===== config.mk =====
export PLATFORM = sky130hd
export DESIGN_NAME = lav_ser
export DESIGN_NICKNAME = d
export VERILOG_FILES = /design/src/sv/lav_pkg.sv /design/src/sv/lav_ser.sv
export SDC_FILE = /design/constraint.sdc
export NUM_CORES = 1
export LEC_CHECK = 0
export BUFFER_PORTS_ARGS = -buffer_cell sky130_fd_sc_hd__buf_4
export CORE_AREA = 2 2 206 208
export CTS_CLUSTER_SIZE = 20
export DETAILED_ROUTE_END_ITERATION = 8
export DIE_AREA = 0 0 208 210
export PLACE_DENSITY_LB_ADDON = 0.08
export SYNTH_ARGS = -nofsm -noshare
export SYNTH_HDL_FRONTEND = slang
export SYNTH_SLANG_ARGS = --single-unit

===== constraint.sdc =====
create_clock -name clk -period 24.6 [get_ports clk]
set_input_delay 1.23 -clock clk [delete_from_list [all_inputs] [get_ports clk]]
set_output_delay 1.23 -clock clk [all_outputs]
set_load 0.005 [all_outputs]

===== src/sv/lav_pkg.sv =====
package lav_pkg;

	// Position of the leading one after a vector has been normalised.
	localparam int NORM_MSB = 29;

	// Fraction bits of the reciprocal square root datapath.
	localparam int Q30 = 30;

	// The constant three in Q30 for the Newton step.
	localparam logic [33:0] THREE_Q30 = 34'd3 << Q30;

	// Column code of the translation column.
	localparam logic [1:0] LAST_COL = 2'd3;

	// Reciprocal square root seeds, indexed by the top four bits of the Q30 sum.
	localparam logic [9:0] SEED_TAB [16] = '{
		10'd724, 10'd418, 10'd324, 10'd274, 10'd241, 10'd218, 10'd201, 10'd187,
		10'd176, 10'd166, 10'd158, 10'd151, 10'd151, 10'd151, 10'd151, 10'd151
	};

	// One finished matrix, held by the column serialiser.
	typedef struct packed {
		logic [2:0][31:0] rt;
		logic [2:0][31:0] up;
		logic [2:0][31:0] lk;
		logic [2:0][31:0] tr;
		logic             degen;
		logic             sat;
	} mat_t;

endpackage


===== src/sv/lav_ser.sv =====
module lav_ser (
	input  logic               clk,
	input  logic               arst_n,
	input  logic               in_vld,
	input  lav_pkg::mat_t      mat,
	output logic               ready,
	input  logic               stall,
	output logic               vld,
	output logic [1:0]         col,
	output logic signed [31:0] row0,
	output logic signed [31:0] row1,
	output logic signed [31:0] row2,
	output logic               last,
	output logic               degen,
	output logic               sat
);
	import lav_pkg::*;

	mat_t       mat_q;
	logic       busy_q;
	logic [1:0] col_q;

	// A new matrix may load while idle or once the last column is being transferred.
	assign ready = !busy_q || (!stall && col_q == LAST_COL);

	always_ff @(posedge clk or negedge arst_n) begin
		if (!arst_n) begin
			busy_q <= 1'b0;
			col_q  <= '0;
		end else if (in_vld && ready) begin
			busy_q <= 1'b1;
			col_q  <= '0;
		end else if (busy_q && !stall) begin
			if (col_q == LAST_COL) begin
				busy_q <= 1'b0;
			end
			col_q <= col_q + 2'd1;
		end
	end

	always_ff @(posedge clk) begin
		if (in_vld && ready) begin
			mat_q <= mat;
		end
	end

	// Column selection from the held matrix.
	always_comb begin
		unique case (col_q)
			2'd0: begin
				row0 = mat_q.rt[0];
				row1 = mat_q.up[0];
				row2 = mat_q.lk[0];
			end
			2'd1: begin
				row0 = mat_q.rt[1];
				row1 = mat_q.up[1];
				row2 = mat_q.lk[1];
			end
			2'd2: begin
				row0 = mat_q.rt[2];
				row1 = mat_q.up[2];
				row2 = mat_q.lk[2];
			end
			default: begin
				row0 = mat_q.tr[0];
				row1 = mat_q.tr[1];
				row2 = mat_q.tr[2];
			end
		endcase
	end

	assign vld   = busy_q;
	assign col   = col_q;
	assign last  = (col_q == LAST_COL);
	assign degen = mat_q.degen;
	assign sat   = mat_q.sat;

endmodule


== Word level (Yosys, flattened, before mapping) ==
Cells that the tools add are included.
Cells by class
  add/subtract/negate cells: 1
  equal/unequal tests: 3
  muxes and demuxes: 8
  reductions and logical operators: 10
Operators by type and width (count)
  $pmux 32 s3: 3
  $eq 2x2->1 const B: 2
  $mux 2: 2
  $reduce_bool 2->1: 2
  $logic_and 1x1->1: 3
  $mux 1: 3
  $add 2x1->2 const B: 1
  $eq 2x1->1 const B: 1
  $logic_not 1->1: 2
  $logic_not 2->1: 1
  $reduce_and 2->1: 1
  $logic_or 1x1->1: 1
Word-level totals
  register bits after elaboration: 389
  word-level logic and storage cells: 38

== Longest topological paths before layout ==
Gate-level depths: netlist (run 1).
  depth in word-level cells: 6
  depth in mapped cells: 7

== Worst setup path after synthesis (run 1) ==
No wires, ideal clock.
  kind: input -> register
  start point: in stall
  end point: reg mat_q (netlist bit degen), enable pin
  library setup time: 0.796 ns
  arrival: 10.282 ns
  data required time: 23.804 ns
  setup slack: 13.521 ns
  stages on the path: 2
  path buffers: 0
  cell sequence: o21ai_0 > and2_1
Between the ends
  cells in the longest elaborated chain, start to end: 4
RTL lines
  start: declaration: RTL line lav_ser.sv:7  | input logic stall,
  $logic_not 1->1: RTL line lav_ser.sv:24  | assign ready = !busy_q || (!stall && col_q == LAST_COL);
  $logic_and 1x1->1: RTL line lav_ser.sv:24
  $logic_or 1x1->1: RTL line lav_ser.sv:24
  $logic_and 1x1->1: RTL line lav_ser.sv:42  | if (in_vld && ready) begin
  end signal: assignment: RTL line lav_ser.sv:43  | mat_q <= mat;
  end: declaration: RTL line lav_ser.sv:19  | mat_t mat_q;
Every way passes these cells.
A chain may end at the register's enable or synchronous reset.

== Worst setup path after layout (run 1) ==
  start point: reg col_q[0] (netlist: col[0])
  end point: reg mat_q[303] (netlist bit), enable pin
Between the ends
  cells in the longest elaborated chain, start to end: 4
RTL lines
  start: declaration: RTL line lav_ser.sv:21  | logic [1:0] col_q;
  start signal: assignment: RTL line lav_ser.sv:37  | col_q <= col_q + 2'd1;
  $eq 2x2->1: RTL line lav_ser.sv:24
  $logic_and 1x1->1: RTL line lav_ser.sv:24
  $logic_or 1x1->1: RTL line lav_ser.sv:24
  $logic_and 1x1->1: RTL line lav_ser.sv:42
Every way passes these cells.

==> metrics.txt, run 1 <==
status=finished, final reports clean; CTS H-tree lvls=2; Startpoint Class=register; Worst-Skew Late Latency=between 0.5 and 0.6 ns; Initial Utilization=about a third; dpl ws=about 19 ns; CP Capture Type=register; Final Skew=~0.021 ns; setup TNS=0 ns; Final Max Tran Viols=0; GRT Residual Overflow=0; R2R setup slack=roughly 20 ns; vias in the first global route=roughly 9,000; Leak Pwr=7.73 nW; fin nets=1,641; CP top delay family=buffers and inverters; DR pass1 iterations=7; Layout area overhead=38.3%; clock slew at reported path FFs=approximately 0.060 ns; Cells after DPL=1,740; syn_nets=~1,100; Root Driver=clkbuf_16; Final Hold Viols=0; Num CTS Buffers=43; post-route ant nets=0; RSZ-0062 raised after global routing=false; Synth Area in Compound Gates=6.88%; reg2reg path depth=7; power per cell area=about 110 mW/mm^2; minimum clock period after layout=~5.1 ns; die height=about 210 um; io pins=roughly 500; sequence of cells on the critical path=ha_1 -> inv_1 -> o21ai_0 -> and2_4 -> buf_4 -> buf_4 -> buf_4; final wirelength=a little under 40 mm; post-synthesis sequential area ratio=81.2%; Req. time, crit path=about 25 ns; Clock power frac=between 20% and 30%; post-synthesis cell area=0.0144 sq mm; Switch Pwr=~0.64 mW; adder-cell area share of the yosys netlist=0.435%; Post-Synth XOR/XNOR Area=0%; Hold-fix buffers, CTS=0; combinational power share=between 30% and 40%; worst hold path class=in2async; Yosys warnings=0; HPWL after DPL=27.3 mm; Max-cap violations=0; initial antenna violation count=6; reg2reg end=mat_q[303]$_DFFE_PP_; Max stage delay on crit path=0.97 ns; Yosys cell types=17; critical path class=reg2reg; Vias=~9,000; largest family of logic cells by synthesized area=compound AO/OA/AOI/OAI gates; CP bufs+invs=4; Slew @ Worst Pin=around 1.1 ns; share of cells above drive strength 1=between 40% and 50%; setup violators final=0; number of vias per cell=approximately 4.8; Slew HR=roughly 26%; simple-gate share of the synthesized area=less than 1%; Slowest-stage cell, CP=buf_4; maximum vdd drop=~0.065 mV; post-CTS sizing=0; Finished Core Util=a little under half; CTS tree=yes; overall power=between 2 and 2.5 mW; WP data arrival=5.27 ns; worst-path maximum fanout=86; gpl congestion=0.756; initial DRC count=825; Final Non-Filler Cells=roughly 1,800; DIE AREA=about 0.044 sq mm; post-synthesis sequential element count=389; post-synthesis mux area share=under 10%; die width=208 um; Internal=about 1.5 mW; cell area after layout=slightly below 0.02 sq mm; Flop pwr share=39.9%; final setup margin=19.51 ns; Synth Area per Inst=about 19 sq um; Area after DPL=about 0.019 sq mm; largest net degree at the start of global routing=87; Synth Instances=743; Setup Fix Bufs, Post-CTS=0; Sw Ratio=approximately 30%; final hold slack=between 0.4 and 0.5 ns; clk sinks=about 400; core area=a little over 0.04 sq mm; global-route wire length before repair=between 50 and 60 mm; DR DRC count=0; routed len/inst=between 20 and 25 um; Std-Cell Rows=75; final period utilization=20.7%; Max Clock Freq=approximately 0.2 GHz; Port Buffers=slightly below 500; total track usage=between 15 and 20%; clock buffer depth=3; Worst R2R Start=col[0]$_DFFE_PN0P_; Crit path top cell by count=buf_4
-- power groups by stage --
stage	Combinational (mW)	Sequential, mW	Clock [mW]
2_1_floorplan	0.352	0.902	0
3_3_place_gp	0.710	0.867	0
3_5_place_dp	0.710	0.869	0
4_1_cts	0.712	0.855	0.616
5_1_grt	0.752	0.861	0.642
6_report	0.693	0.855	0.596
-- Yosys cell counts --
cell	number	share of area, %
o21ai_0	1	0.035
nand3b_1	1	0.052
nor2_1	1	0.026
mux2i_1	96	6.7
buf_2	18	0.63
a21oi_1	2	0.070
buf_6	12	0.94
dfrtp_1	3	0.52
inv_1	100	2.6
edfxtp_1	386	81
a31oi_1	2	0.087
and2_1	1	0.044
buf_4	2	0.10
clkbuf_1	12	0.31
a222oi_1	96	6.7
ha_1	5	0.44
nand2_1	5	0.13
-- how the worst max path moves through the flow --
stage	endpoint	start	slack (ns)	depth (start not counted)
2_1_floorplan	degen$_DFFE_PP_	stall	13.52	2
3_3_place_gp	mat_q[340]$_DFFE_PP_	stall	19.01	6
3_5_place_dp	mat_q[340]$_DFFE_PP_	stall	18.95	6
4_1_cts	mat_q[298]$_DFFE_PP_	col[0]$_DFFE_PN0P_	19.45	7
5_1_grt	mat_q[303]$_DFFE_PP_	col[0]$_DFFE_PN0P_	19.11	7
6_report	mat_q[303]$_DFFE_PP_	col[0]$_DFFE_PN0P_	19.51	7
-- final cells by class --
class                      count  area [sq um]
fill                        3653         21600
multi-input combinational    210          2100
clock buffer                  55          1120
sequential                   389         11700
tap                          539           674
antenna                        5          12.5
timing repair buffer         502          3770
clock inverter                24           169
inverter                     100           375
-- kinds of logic (layout without fill, tap and decap cells) --
group / after synthesis / in the layout
DFF: 389 / 389
AOI/OAI and AO/OA: 101 / 101
buffers and inverters: 144 / 681
other: 0 / 5
muxes: 96 / 96
and+or+nand+nor: 8 / 8
adders and majority gates: 5 / 5
-- state kept, by name, summed over array words and instances (netlist names) --
register and cells:
col 2, degen 1, mat_q 384, vld 1, sat 1
-- placed cells by master (no fill, tap or decap), drive strengths merged --
| cell type | n |
|---|---|
| mux2i | 96 |
| ha | 5 |
| a222oi | 96 |
| diode | 5 |
| nand2 | 5 |
| clkinv | 19 |
| nand3b | 1 |
| inv | 103 |
| dfrtp | 3 |
| a31oi | 2 |
| and2 | 1 |
| a21oi | 2 |
| o21ai | 1 |
| clkbuf | 55 |
| bufinv | 2 |
| buf | 502 |
| edfxtp | 386 |
| nor2 | 1 |
-- metal layers --
metal  wire (um)  track usage [%]  share of wire (%)
met1       14800             20.7                 37
met2       19600             28.6                 49
met3        4060             6.82                 10
met4        1240             7.63                3.1
met5          14                0              0.035
No activity file was read; power rests on OpenSTA's default activity.
==> run 2: changes to the inputs <==
==> constraint.sdc (replaced) <==
create_clock -name clk -period 5.3 [get_ports clk]
set_input_delay 0.265 -clock clk [delete_from_list [all_inputs] [get_ports clk]]
set_output_delay 0.265 -clock clk [all_outputs]
set_load 0.005 [all_outputs]
==> metrics.txt, run 2 <==
Synth Instances=743 (unchanged); dominant synthesized flop cell=edfxtp_1; Yosys cell types=17 (unchanged); status=aborted with a tool error; Yosys warnings=0 (unchanged); Hold-fix buffers, CTS=365 (+365); die height=210 um (unchanged); Stop Error=[ERROR RSZ-0060] Max buffer count reached.; post-synth top area cell=edfxtp_1; clock buffer depth=3 (unchanged); synth top area cells=edfxtp_1, a222oi_1, mux2i_1, inv_1, buf_6; Synth top cells by count=edfxtp_1, inv_1, a222oi_1, mux2i_1, buf_2; post-synth top area share=80.6% (unchanged); HPWL after DPL=27.4 mm (+0.44%); gpl congestion=0.764 (+1.1%); io pins=493 (unchanged); most frequent cell after synthesis=edfxtp_1; CTS H-tree lvls=2 (unchanged); Cells after DPL=1,742 (+0.11%); Synth Area per Inst=19.3 sq um (unchanged); Num CTS Buffers=44 (+2.3%); clk sinks=389 (unchanged); post-synthesis sequential area ratio=81.2% (unchanged); post-synthesis cell area=0.0144 sq mm (unchanged); die width=208 um (unchanged); Root Driver=clkbuf_16; Initial Utilization=34.7% (unchanged); Setup Fix Bufs, Post-CTS=0 (unchanged); Std-Cell Rows=75 (unchanged); Port Buffers=492 (unchanged); post-synthesis async set-or-reset flop share=0.771% (unchanged); number of synthesized flops with an enable pin=386 (unchanged); syn_nets=1,138 (unchanged); post-CTS sizing=0 (unchanged); Fail Step=clock tree synthesis; post-synthesis sequential element count=389 (unchanged)
[run 2: metrics by stage]
stage	setup slack (ns)	area (sq um)	utilization [%]	hold WS [ns]
2_1_floorplan	1.09	14400	-	-0.0306
3_3_place_gp	2.34	18700	45.0	0.0569
3_5_place_dp	2.35	18700	45.0	0.0581
[run 2: cells by family after synthesis]
family / share of synthesized area (%)
AOI/OAI and AO/OA: 6.88
and+or+nand+nor: 0.252
buffers and inverters: 4.60
DFF: 81.2
muxes: 6.68
adders and majority gates: 0.435
==> run 3: changes to the inputs <==
--- a/config.mk
+++ b/config.mk
@@ -6,11 +6,10 @@
 export NUM_CORES = 1
 export LEC_CHECK = 0
 export BUFFER_PORTS_ARGS = -buffer_cell sky130_fd_sc_hd__buf_4
-export CORE_AREA = 2 2 206 208
-export CTS_CLUSTER_SIZE = 20
+export CORE_AREA = 2 2 272 274
 export DETAILED_ROUTE_END_ITERATION = 8
-export DIE_AREA = 0 0 208 210
-export PLACE_DENSITY_LB_ADDON = 0.08
+export DIE_AREA = 0 0 274 276
+export PLACE_DENSITY_LB_ADDON = 0.15
 export SYNTH_ARGS = -nofsm -noshare
 export SYNTH_HDL_FRONTEND = slang
 export SYNTH_SLANG_ARGS = --single-unit
==> metrics.txt, run 3 (same netlist as run 1, synthesis figures left out) <==
Max stage delay on crit path=roughly 0.64 ns; WP depth=6; Slew HR=32.3%; initial antenna violation count=4; combinational power share=between 30% and 40%; HPWL after DPL=31.2 mm (+14%); CP Capture Point=row0[8]; Req. time, crit path=5.04 ns; Final Max Tran Viols=0; most frequent cells in the layout=buf_4, dlygate4sd3_1, edfxtp_1; Worst R2R Start=col[0]$_DFFE_PN0P_; gpl congestion=0.718 (-6.1%); Slew @ Worst Pin=around 1.0 ns; Initial Utilization=19.8% (-15 points); GRT Residual Overflow=0; CP bufs+invs=3; die width=274 um (+32%); fillers=7,185; Vias=10,300; fin nets=approximately 2,000; reg2reg path depth=5; Crit path top cell by count=buf_4; number of vias per cell=3.89; Port Buffers=492 (unchanged); max reg flops=roughly 380; sequence of cells on the critical path=inv_1 -> ha_4 -> buf_4 -> a222oi_1 -> mux2i_1 -> buf_4; critical path class=reg2out; worst-path maximum fanout=41; Flop pwr share=around 37%; final period utilization=roughly 66%; Sw Ratio=~30%; routed len/inst=18.4 um; final wirelength=just under 50 mm; DR pass1 iterations=5; Layout area overhead=70.8%; vias in the first global route=approximately 12,000; Clock power frac=29.2%; DIE AREA=roughly 0.076 sq mm; CP top delay family=buffers and inverters; Max Clock Freq=0.286 GHz; status=finished, final reports clean; die height=276 um (+31%); Area after DPL=0.0192 sq mm (+2.9%); critical path launch point=col[0]$_DFFE_PN0P_; core area=slightly above 0.07 sq mm; setup TNS=0 ns; R2R setup slack=around 2.4 ns; Std-Cell Rows=99 (+32%); setup violators final=0; power per cell area=between 400 and 500 mW/mm^2; minimum clock period after layout=3.50 ns; Slowest-stage cell, CP=buf_4; cell area after layout=roughly 0.025 sq mm; clock buffer depth=3 (unchanged); CTS H-tree lvls=2 (unchanged); clk sinks=389 (unchanged); CTS tree=yes; most common cell after layout, fill and taps aside=buf_4; Switch Pwr=roughly 3.2 mW; RSZ-0062 raised after global routing=false; Final Skew=0.0179 ns; largest net degree at the start of global routing=around 180; share of cells above drive strength 1=around 34%; Leak Pwr=~9.5 nW; Max-cap violations=0; post-CTS sizing=0 (unchanged); DR DRC count=0; Startpoint Class=register; CP Capture Type=primary output; maximum vdd drop=between 0.2 and 0.3 mV; io pins=493 (unchanged); Final Non-Filler Cells=between 2,000 and 3,000; post-route ant nets=0; Internal=approximately 7.5 mW; Largest Register=mat_q; worst hold path class=in2async; Worst-Skew Late Latency=about 0.57 ns; Root Driver=clkbuf_16; WP data arrival=around 3.2 ns; global-route wire length before repair=between 70 and 80 mm; Cells after DPL=2,162 (+24%); Num CTS Buffers=47 (+6.8%); initial DRC count=about 770; total track usage=roughly 12%; Final Hold Viols=0; reg2reg end=mat_q[70]$_DFFE_PP_; clock slew at reported path FFs=0.06 ns
run 3: layer usage:
metal | routed length, um | GRT usage, %
met5 | 27 | 0
met4 | 1180 | 3.75
met1 | 19500 | 14.6
met2 | 24100 | 21.7
met3 | 3580 | 3.52
run 3: area by class of cell:
| type | count | area, sq um | share of cell area, % |
|---|---|---|---|
| diodes | 1 | 2.50 | 0.0102 |
| well taps | 959 | 1200 | 4.89 |
| clock inverters | 19 | 190 | 0.775 |
| inverters | 100 | 375 | 1.53 |
| repair buffers | 893 | 7740 | 31.5 |
| multi-input cells | 210 | 2100 | 8.56 |
| clock buffers | 63 | 1280 | 5.21 |
| flip-flops and latches | 389 | 11700 | 47.5 |
run 3: worst min path at each step:
stage,from,endpoint,slack [ns],cells past startpoint
2_1_floorplan,arst_n,col[0]$_DFFE_PN0P_,-0.03,0
3_5_place_dp,arst_n,vld$_DFFE_PN0P_,0.06,1
3_3_place_gp,arst_n,vld$_DFFE_PN0P_,0.06,1
6_report,arst_n,col[0]$_DFFE_PN0P_,0.06,2
4_1_cts,arst_n,col[0]$_DFFE_PN0P_,0.02,2
5_1_grt,arst_n,vld$_DFFE_PN0P_,0.04,2
run 3: metrics by stage:
step	setup slack (ns)	hold WS [ns]	utilization [%]	power, mW
6_report	1.80	0.0638	33.8	10.7
5_1_grt	1.58	0.0371	33.8	11.3
4_1_cts	1.74	0.0196	33.8	11.0
3_5_place_dp	2.37	0.0623	26.4	7.51
3_3_place_gp	2.43	0.0605	26.4	7.50
2_1_floorplan	1.09	-0.0306	-	5.67
run 3: what timing repair did:
action,CTS,global route
endpoints found under the hold margin,392,0
hold buffers,389,0
buffers inserted,0,0
run 3: power by group through the flow:
| stage | Clock [mW] | Combinational (mW) | Sequential (mW) |
|---|---|---|---|
| after floorplan | 0 | 1.63 | 4.04 |
| after global placement | 0 | 3.46 | 4.04 |
| after detailed placement | 0 | 3.46 | 4.04 |
| after CTS | 3.27 | 3.73 | 3.98 |
| after global routing | 3.38 | 3.92 | 4.01 |
| final | 3.14 | 3.62 | 3.98 |
